### src/hw/rtl/b64_pkg.sv
// Shared types, constants and the sextet-to-ASCII mapping for the base64 encoder.
// No dependencies; imported by all other files but the defines header.
`timescale 1ns / 1ps

package b64_pkg;

  localparam int unsigned ByteW        = 8;
  localparam int unsigned CharW        = 7;
  localparam int unsigned SextetW      = 6;
  localparam int unsigned LeftW        = 4;
  localparam int unsigned MaxChars     = 4;
  localparam int unsigned SymIdxW      = 2;
  localparam int unsigned QueueDepthDef = 2;

  // ASCII codes
  localparam logic [CharW-1:0] CharUpperA = 7'h41;
  localparam logic [CharW-1:0] CharLowerA = 7'h61;
  localparam logic [CharW-1:0] CharDigit0 = 7'h30;
  localparam logic [CharW-1:0] CharPlus   = 7'h2B;
  localparam logic [CharW-1:0] CharSlash  = 7'h2F;
  localparam logic [CharW-1:0] CharMinus  = 7'h2D;
  localparam logic [CharW-1:0] CharUnder  = 7'h5F;
  localparam logic [CharW-1:0] CharPad    = 7'h3D;

  // Position within the current 3-byte group
  typedef enum logic [1:0] {
    PhaseZero = 2'd0,
    PhaseOne  = 2'd1,
    PhaseTwo  = 2'd2
  } phase_e;

  // One output symbol: a 6-bit code or a pad character
  typedef struct packed {
    logic               pad;
    logic [SextetW-1:0] code;
  } sym_t;

  // Work for the back end: the characters caused by one input byte
  typedef struct packed {
    sym_t [MaxChars-1:0] sym;
    logic [SymIdxW-1:0]  last_idx;
    logic                eot;
    logic                url;
  } job_t;

  // Queue head status seen by the back end
  typedef struct packed {
    logic valid;
    job_t job;
  } head_t;

  // Map a 6-bit code to its ASCII character in the selected alphabet
  function automatic logic [CharW-1:0] sextet_char(input logic [SextetW-1:0] code,
                                                   input logic url);
    logic [CharW-1:0] c;
    if (code < 6'd26) begin
      c = CharUpperA + CharW'(code);
    end else if (code < 6'd52) begin
      c = CharLowerA + CharW'(code - 6'd26);
    end else if (code < 6'd62) begin
      c = CharDigit0 + CharW'(code - 6'd52);
    end else if (code == 6'd62) begin
      c = url ? CharMinus : CharPlus;
    end else begin
      c = url ? CharUnder : CharSlash;
    end
    return c;
  endfunction

endpackage

### src/hw/rtl/b64_ifs.sv
// Valid/ready channel interfaces: byte input, character output, mode register write.
// Depends on b64_pkg for field widths.
`timescale 1ns / 1ps

interface b64_in_if import b64_pkg::*; ();
  logic             valid;
  logic             ready;
  logic [ByteW-1:0] data_byte;
  logic             final_byte;
  modport source (output valid, data_byte, final_byte, input ready);
  modport sink   (input valid, data_byte, final_byte, output ready);
endinterface

interface b64_out_if import b64_pkg::*; ();
  logic             valid;
  logic             ready;
  logic [CharW-1:0] out_char;
  logic             end_of_text;
  modport source (output valid, out_char, end_of_text, input ready);
  modport sink   (input valid, out_char, end_of_text, output ready);
endinterface

interface b64_cfg_if ();
  logic valid;
  logic ready;
  logic url_safe_mode;
  modport source (output valid, url_safe_mode, input ready);
  modport sink   (input valid, url_safe_mode, output ready);
endinterface

### src/hw/rtl/b64_fifo.sv
// Short job queue between the encoder front end and the character back end.
// Depends on b64_pkg for job_t and head_t.
`timescale 1ns / 1ps

module b64_fifo import b64_pkg::*; #(
  parameter int unsigned QueueDepth = QueueDepthDef
) (
  input  logic  clk_i,
  input  logic  rst_ni,
  input  logic  push_i,
  input  job_t  job_i,
  output logic  full_o,
  input  logic  pop_i,
  output head_t head_o
);

  localparam int unsigned AddrW = (QueueDepth > 1) ? $clog2(QueueDepth) : 1;
  localparam int unsigned CntW  = $clog2(QueueDepth + 1);
  localparam logic [AddrW-1:0] LastAddr = AddrW'(QueueDepth - 1);
  localparam logic [CntW-1:0]  FullCnt  = CntW'(QueueDepth);

  job_t             slots_q [QueueDepth];
  logic [AddrW-1:0] wr_ptr_q, wr_ptr_d;
  logic [AddrW-1:0] rd_ptr_q, rd_ptr_d;
  logic [CntW-1:0]  cnt_q, cnt_d;
  logic             do_push, do_pop;

  assign full_o       = (cnt_q == FullCnt);
  assign head_o.valid = (cnt_q != '0);
  assign head_o.job   = slots_q[rd_ptr_q];

  // pointer and fill count update
  always_comb begin
    do_push  = push_i && !full_o;
    do_pop   = pop_i && head_o.valid;
    wr_ptr_d = wr_ptr_q;
    rd_ptr_d = rd_ptr_q;
    cnt_d    = cnt_q;
    if (do_push) begin
      wr_ptr_d = (wr_ptr_q == LastAddr) ? '0 : wr_ptr_q + 1'b1;
    end
    if (do_pop) begin
      rd_ptr_d = (rd_ptr_q == LastAddr) ? '0 : rd_ptr_q + 1'b1;
    end
    if (do_push && !do_pop) begin
      cnt_d = cnt_q + 1'b1;
    end else if (do_pop && !do_push) begin
      cnt_d = cnt_q - 1'b1;
    end
  end

  always_ff @(posedge clk_i or negedge rst_ni) begin
    if (!rst_ni) begin
      wr_ptr_q <= '0;
      rd_ptr_q <= '0;
      cnt_q    <= '0;
    end else begin
      wr_ptr_q <= wr_ptr_d;
      rd_ptr_q <= rd_ptr_d;
      cnt_q    <= cnt_d;
    end
  end

  // slot storage, no reset
  always_ff @(posedge clk_i) begin
    if (do_push) begin
      slots_q[wr_ptr_q] <= job_i;
    end
  end

endmodule

### src/hw/rtl/b64_front.sv
// Front end: takes bytes, tracks group phase and leftover bits, builds character jobs.
// Also holds the mode register. Depends on b64_pkg and the channel interfaces.
`timescale 1ns / 1ps

module b64_front import b64_pkg::*; (
  input  logic          clk_i,
  input  logic          rst_ni,
  b64_in_if.sink        in_i,
  b64_cfg_if.sink       cfg_i,
  input  logic          full_i,
  output logic          push_o,
  output job_t          job_o
);

  phase_e             phase_q, phase_d;
  logic [LeftW-1:0]   left_q, left_d;
  logic               url_q;

  logic [ByteW-1:0]   b;
  logic               fin;
  logic [SextetW-1:0] main0, main1, tail;
  logic               two_main;
  phase_e             after;
  logic [LeftW-1:0]   after_left;

  assign in_i.ready  = !full_i;
  assign push_o      = in_i.valid && !full_i;
  assign cfg_i.ready = 1'b1;
  assign b           = in_i.data_byte;
  assign fin         = in_i.final_byte;

  // split the byte against the current phase
  always_comb begin
    main1    = b[5:0];
    unique case (phase_q)
      PhaseOne: begin
        main0      = {left_q[1:0], b[7:4]};
        two_main   = 1'b0;
        after      = PhaseTwo;
        after_left = b[3:0];
        tail       = {b[3:0], 2'b00};
      end
      PhaseTwo: begin
        main0      = {left_q, b[7:6]};
        two_main   = 1'b1;
        after      = PhaseZero;
        after_left = '0;
        tail       = '0;
      end
      default: begin
        main0      = b[7:2];
        two_main   = 1'b0;
        after      = PhaseOne;
        after_left = {2'b00, b[1:0]};
        tail       = {b[1:0], 4'b0000};
      end
    endcase
  end

  // next state
  always_comb begin
    phase_d = phase_q;
    left_d  = left_q;
    if (push_o) begin
      phase_d = fin ? PhaseZero : after;
      left_d  = fin ? '0 : after_left;
    end
  end

  // job contents: byte characters; final byte adds flush, pads in standard mode
  always_comb begin
    job_o          = '0;
    job_o.eot      = fin;
    job_o.url      = url_q;
    job_o.sym[0]   = '{pad: 1'b0, code: main0};
    job_o.last_idx = 2'd0;
    if (two_main) begin
      job_o.sym[1]   = '{pad: 1'b0, code: main1};
      job_o.last_idx = 2'd1;
    end else if (fin) begin
      job_o.sym[1]   = '{pad: 1'b0, code: tail};
      job_o.sym[2]   = '{pad: 1'b1, code: '0};
      job_o.sym[3]   = '{pad: 1'b1, code: '0};
      if (url_q) begin
        job_o.last_idx = 2'd1;
      end else if (after == PhaseOne) begin
        job_o.last_idx = 2'd3;
      end else begin
        job_o.last_idx = 2'd2;
      end
    end
  end

  always_ff @(posedge clk_i or negedge rst_ni) begin
    if (!rst_ni) begin
      phase_q <= PhaseZero;
      left_q  <= '0;
      url_q   <= 1'b0;
    end else begin
      phase_q <= phase_d;
      left_q  <= left_d;
      if (cfg_i.valid) begin
        url_q <= cfg_i.url_safe_mode;
      end
    end
  end

endmodule

### src/hw/rtl/b64_back.sv
// Back end: walks a queued job into the output register, one char per ready cycle.
// Depends on b64_pkg for head_t and sextet_char, and on the output interface.
`timescale 1ns / 1ps

module b64_back import b64_pkg::*; (
  input  logic       clk_i,
  input  logic       rst_ni,
  input  head_t      head_i,
  output logic       pop_o,
  b64_out_if.source  out_o
);

  logic [SymIdxW-1:0] idx_q, idx_d;
  logic               out_valid_q, out_valid_d;
  logic [CharW-1:0]   out_char_q;
  logic               out_eot_q;
  logic               load, last_sym;
  sym_t               sym;

  assign out_o.valid       = out_valid_q;
  assign out_o.out_char    = out_char_q;
  assign out_o.end_of_text = out_eot_q;

  // load a character when the output register is free or being drained
  always_comb begin
    load        = head_i.valid && (!out_valid_q || out_o.ready);
    last_sym    = (idx_q == head_i.job.last_idx);
    pop_o       = load && last_sym;
    sym         = head_i.job.sym[idx_q];
    idx_d       = idx_q;
    out_valid_d = out_valid_q;
    if (load) begin
      idx_d       = last_sym ? '0 : idx_q + 1'b1;
      out_valid_d = 1'b1;
    end else if (out_o.ready) begin
      out_valid_d = 1'b0;
    end
  end

  always_ff @(posedge clk_i or negedge rst_ni) begin
    if (!rst_ni) begin
      idx_q       <= '0;
      out_valid_q <= 1'b0;
    end else begin
      idx_q       <= idx_d;
      out_valid_q <= out_valid_d;
    end
  end

  // output payload, no reset
  always_ff @(posedge clk_i) begin
    if (load) begin
      out_char_q <= sym.pad ? CharPad : sextet_char(sym.code, head_i.job.url);
      out_eot_q  <= head_i.job.eot && last_sym;
    end
  end

endmodule

### src/hw/rtl/base64_stream_encoder.sv
// Base64 stream encoder (RFC 4648) top level: front end, job queue, back end.
// Depends on b64_pkg, the channel interfaces, b64_front, b64_fifo and b64_back.
//
// Usage:
//   in_i   : one byte per transfer, final_byte set on the last byte of a stream.
//   out_o  : one ASCII character per transfer, end_of_text on the last character.
//   cfg_i  : writes url_safe_mode (0 standard with '=' padding, 1 URL-safe,
//            no padding); always ready. The user writes it only while no
//            character is pending; the block does not enforce this.
// Characters reach out_o through the job queue and the output register. A byte
//   yields one or two characters, a final byte up to four (flush plus padding).
// Throughput: the back end emits one character per cycle while out_o.ready is
//   high, so the block takes a byte per cycle in bursts, three bytes per four
//   characters sustained; the queue of QueueDepth jobs absorbs the difference.
// Reset clears phase, leftover bits, mode and the queue; no output is pending.
// When the receiver stalls, the character holds in the output register, the
//   queue fills and in_i.ready drops once it is full.
`timescale 1ns / 1ps

module base64_stream_encoder import b64_pkg::*; #(
  parameter int unsigned QueueDepth = QueueDepthDef
) (
  input  logic       clk_i,
  input  logic       rst_ni,
  b64_in_if.sink     in_i,
  b64_cfg_if.sink    cfg_i,
  b64_out_if.source  out_o
);

  logic  push, full, pop;
  job_t  job;
  head_t head;

  b64_front u_front (
    .clk_i  (clk_i),
    .rst_ni (rst_ni),
    .in_i   (in_i),
    .cfg_i  (cfg_i),
    .full_i (full),
    .push_o (push),
    .job_o  (job)
  );

  b64_fifo #(
    .QueueDepth (QueueDepth)
  ) u_fifo (
    .clk_i  (clk_i),
    .rst_ni (rst_ni),
    .push_i (push),
    .job_i  (job),
    .full_o (full),
    .pop_i  (pop),
    .head_o (head)
  );

  b64_back u_back (
    .clk_i  (clk_i),
    .rst_ni (rst_ni),
    .head_i (head),
    .pop_o  (pop),
    .out_o  (out_o)
  );

endmodule

### src/flat_wrapper.sv
// flat-port wrapper written by rule: the top's interface ports become plain ports
module base64_stream_encoder_flat import b64_pkg::*;
#(
  parameter int unsigned QueueDepth = QueueDepthDef
)
  (clk_i, rst_ni, in_i_valid, in_i_data_byte, in_i_final_byte, in_i_ready, cfg_i_valid, cfg_i_url_safe_mode, cfg_i_ready, out_o_valid, out_o_out_char, out_o_end_of_text, out_o_ready);
  b64_in_if in_i_i ();
  b64_cfg_if cfg_i_i ();
  b64_out_if out_o_i ();
  input  logic clk_i;
  input  logic rst_ni;
  input wire logic [$bits(in_i_i.valid)-1:0] in_i_valid;
  input wire logic [$bits(in_i_i.data_byte)-1:0] in_i_data_byte;
  input wire logic [$bits(in_i_i.final_byte)-1:0] in_i_final_byte;
  output wire logic [$bits(in_i_i.ready)-1:0] in_i_ready;
  input wire logic [$bits(cfg_i_i.valid)-1:0] cfg_i_valid;
  input wire logic [$bits(cfg_i_i.url_safe_mode)-1:0] cfg_i_url_safe_mode;
  output wire logic [$bits(cfg_i_i.ready)-1:0] cfg_i_ready;
  output wire logic [$bits(out_o_i.valid)-1:0] out_o_valid;
  output wire logic [$bits(out_o_i.out_char)-1:0] out_o_out_char;
  output wire logic [$bits(out_o_i.end_of_text)-1:0] out_o_end_of_text;
  input wire logic [$bits(out_o_i.ready)-1:0] out_o_ready;
  assign in_i_i.valid = in_i_valid;
  assign in_i_i.data_byte = in_i_data_byte;
  assign in_i_i.final_byte = in_i_final_byte;
  assign in_i_ready = in_i_i.ready;
  assign cfg_i_i.valid = cfg_i_valid;
  assign cfg_i_i.url_safe_mode = cfg_i_url_safe_mode;
  assign cfg_i_ready = cfg_i_i.ready;
  assign out_o_valid = out_o_i.valid;
  assign out_o_out_char = out_o_i.out_char;
  assign out_o_end_of_text = out_o_i.end_of_text;
  assign out_o_i.ready = out_o_ready;
  base64_stream_encoder #(.QueueDepth(QueueDepth)) u_core (.clk_i(clk_i), .rst_ni(rst_ni), .in_i(in_i_i), .cfg_i(cfg_i_i), .out_o(out_o_i));
endmodule
### config.mk
export PLATFORM = sky130hd
export DESIGN_NAME = base64_stream_encoder_flat
export DESIGN_NICKNAME = d
export VERILOG_FILES = /design/src/hw/rtl/b64_pkg.sv /design/src/hw/rtl/b64_ifs.sv /design/src/hw/rtl/b64_fifo.sv /design/src/hw/rtl/b64_front.sv /design/src/hw/rtl/b64_back.sv /design/src/hw/rtl/base64_stream_encoder.sv /design/src/flat_wrapper.sv
export SDC_FILE = /design/constraint.sdc
export NUM_CORES = 1
export LEC_CHECK = 0
export ABC_AREA = 1
export BUFFER_PORTS_ARGS = -buffer_cell sky130_fd_sc_hd__buf_4
export CAP_MARGIN = 20
export CORE_MARGIN = 2
export CORE_UTILIZATION = 30
export DETAILED_ROUTE_END_ITERATION = 8
export SYNTH_ARGS = -nofsm -noshare
export SYNTH_HDL_FRONTEND = slang
export SYNTH_SLANG_ARGS = --single-unit
### constraint.sdc
create_clock -name clk_i -period 6.2 [get_ports clk_i]
set_input_delay 1.24 -clock clk_i [delete_from_list [all_inputs] [get_ports clk_i]]
set_output_delay 1.24 -clock clk_i [all_outputs]
set_load 0.01 [all_outputs]
==> flow_summary.toml <==
[route]
vias_per_cell = 4.51
dr.pass1.iters = 4
route.vias.total = 2228
ant_nets = 0
routedWlPerCell_um = 12.2
drt-initial-drc-count = 105
totalWireLength_um = 6050
post-route-drc-count = 0

[timing]
hold_viol = 0
setup_slack_ns = 3.25
skew_ns = 0.00818
maxSlewHeadroom = 0.381
final.min_clock_period_ns = 2.95
setup-violations-final = 0
tns_ns = 0
fmax_mhz = 339
tightestPinTransition_ns = 0.929
period_share = 0.476
rsz0062_at_grt = "no"
drv_slew = 0

[synthesis]
syn_inst = 334
synth_fp_nets = 357
synth.avg_cell_area_um2 = 9.22
synth_compound_area_frac = 0.0849
ys_seq_elements = 56
synth_xor_area_frac = 0.0313
ys_types = 34
synth_top_family_by_area = "simple AND/OR/NAND/NOR gates"
syn_area_um2 = 3080
yosys.area_share.simple = 0.232
yosys_warnings = 0
synth.area.mux_share = 0.00366
synth-adder-area-share = 0.0325
seq_area_frac_synth = 0.523

[clock_tree]
htree_levels = 2
clock_sinks = 56
clkTransAtPathRegs_ns = 0.10
clock_tree.buffer_depth = 2
hold_buffers = 0
postCtsSetupBuffers = 0
post_cts_resized = 0
clock_tree.root_cell = "clkbuf_8"
clock_latency_ns = 0.31
cts_tree = "done"
numCtsBuffers = 5

[global_routing]
grt_util_all_layers = 0.115
overflow = 0
grt_pass1_vias = 2204
grt_pass1_wl_um = 10400
grt_max_degree = 20
antenna_found_initial = 0

[power_and_ir_drop]
cellLeakagePower_nw = 1.52
switchingPower_mw = 0.850
peakVddDrop_mv = 0.192
switching_share = 0.455
pwr-share-clk = 0.109
comb_power_share = 0.534
internal_power_mw = 1.02
power_density_nw_per_um2 = 537
p_seq_frac = 0.357

[floorplan]
initial_core_util = 0.312
rows = 36
fp.coreArea_um2 = 9860
die_w_um = 105
ios = 26
dieArea_um2 = 11100
die_h_um = 105

[worst_setup_path]
ff2ff_path_depth = 14
ff2ff_setup_slack_ns = 3.50
path_cells = "buf_4 -> nor2_1 -> a21oi_1 -> nand3_1 -> ha_1 -> a21oi_1 -> o21ai_0 -> xor2_1"
worst-setup-path-type = "in -> reg"
path_max_fanout = 11
slowest_stage = "a21oi_1"
cp-start-kind = "input pin"
required_ns = 6.39
endpoint_kind = "register"
r2r_start = "u_core.u_fifo.rd_ptr_q"
crit_buf_inv = 1
r2r_end = "u_core.u_back.out_o.out_char[5]"
timing.critical_path.from = "out_o_ready"
crit_family = "compound AO/OA/AOI/OAI gates"
path_common_cell = "a21oi_1"
critPathMaxStageDelay_ns = 0.71
endpoint = "u_core.u_fifo.cnt_q[1]"
worstPathArrival_ns = 3.14
path_depth = 8

[placement]
place_hpwl_um = 4570
dp.cells = 486
place_congestion = 0.901
portBuffers = 24
dpl_worst_slack_ns = 2.90

[final_layout]
final_cells = 494
drive_above_1_share = 0.183
final_common_cell = "nand2_1"
n_antenna_cell = 0
area_growth_pct = 13.0
final_cell_mix = "nand2_1, inv_1, edfxtp_1"
finish.utilization = 0.353
layout.nets = 383

[flow_run]
drv_cap = 0

[min_path]
hold_class = "reg -> reg"

[status]
status = "complete, no violations"
==> worst min path at each step <==
| stage | startpoint | end | slack, ns | cells after the start |
|---|---|---|---|---|
| after global placement | u_core.u_fifo.cnt_q[0] | u_core.u_fifo.cnt_q[0] | 0.46 | 1 |
| after CTS | u_core.u_fifo.cnt_q[0] | u_core.u_fifo.cnt_q[0] | 0.48 | 1 |
| final | u_core.u_fifo.cnt_q[0] | u_core.u_fifo.cnt_q[0] | 0.48 | 1 |
| after global routing | u_core.u_fifo.cnt_q[0] | u_core.u_fifo.cnt_q[0] | 0.51 | 1 |
| after floorplan | u_core.u_fifo.cnt_q[0] | u_core.u_fifo.cnt_q[0] | 0.45 | 1 |
| after detailed placement | u_core.u_fifo.cnt_q[0] | u_core.u_fifo.cnt_q[0] | 0.46 | 1 |
==> power groups by stage <==
stage               logic [mW]  clock network (mW)  registers [mW]
floorplan                0.783                   0           0.654
global placement         0.981                   0           0.677
detailed placement       0.999                   0           0.678
CTS                       1.00               0.213           0.670
global route              1.14               0.226           0.684
finish                   0.997               0.204           0.668
==> per-layer routing <==
metal	vias up	share of wire	track usage
li1	1133	-	-
met1	1032	0.47	0.147
met2	49	0.47	0.193
met3	14	0.034	0.0260
met4	0	0.019	0.0371
met5	-	0	0
==> kinds of logic after synthesis <==
family | Yosys count
compound gates | 46
xor+xnor | 11
fa+ha+maj | 8
buf+inv | 64
flops | 56
mux | 1
other cells | 1
simple gates | 147
==> final cells by class <==
type	instances	area [µm²]
fill	1005	6380
sequential	56	1610
multi-input combinational	214	1190
inverter	57	224
timing repair buffer	26	195
tap	133	166
clock buffer	5	68.8
clock inverter	3	26.3
==> Yosys cell counts (all sizes together) <==
master | instances | share of area
clkinv | 2 | 0.0024
nand4 | 3 | 0.0061
inv | 55 | 0.070
o41ai | 2 | 0.0057
nand2 | 93 | 0.12
o32ai | 2 | 0.0057
or2 | 1 | 0.0020
clkbuf | 2 | 0.0024
o22ai | 8 | 0.016
ha | 8 | 0.033
o21ai | 24 | 0.040
xor2 | 7 | 0.020
nand3 | 25 | 0.058
nor2 | 24 | 0.044
mux2 | 1 | 0.0037
conb | 1 | 0.0012
nor3 | 1 | 0.0016
o21a | 1 | 0.0024
dfrtp | 14 | 0.11
buf | 5 | 0.016
a21oi | 9 | 0.015
xnor2 | 4 | 0.011
edfxtp | 42 | 0.41
==> stage by stage <==
step / total power, mW / area (µm²) / hold WS, ns
after detailed placement: 1.68 / 3380 / 0.464
after global routing: 2.05 / 3480 / 0.508
final: 1.87 / 3480 / 0.478
after global placement: 1.66 / 3380 / 0.463
after CTS: 1.88 / 3480 / 0.482
after floorplan: 1.44 / 3080 / 0.446
==> sequential cells by signal, summed over array words and instances (netlist names) <==
register	cells
u_core.u_back.out_o.out_char	7
u_core.u_fifo.rd_ptr_q	1
u_core.u_fifo.wr_ptr_q	1
u_core.u_front.left_q	4
u_core.u_back.out_o.end_of_text	1
u_core.u_fifo.cnt_q	2
u_core.u_fifo.slots_q	34
u_core.u_back.idx_q	2
u_core.u_front.phase_q	2
u_core.u_back.out_o.valid	1
u_core.u_front.url_q	1
Power figures use the tool's default switching activity.
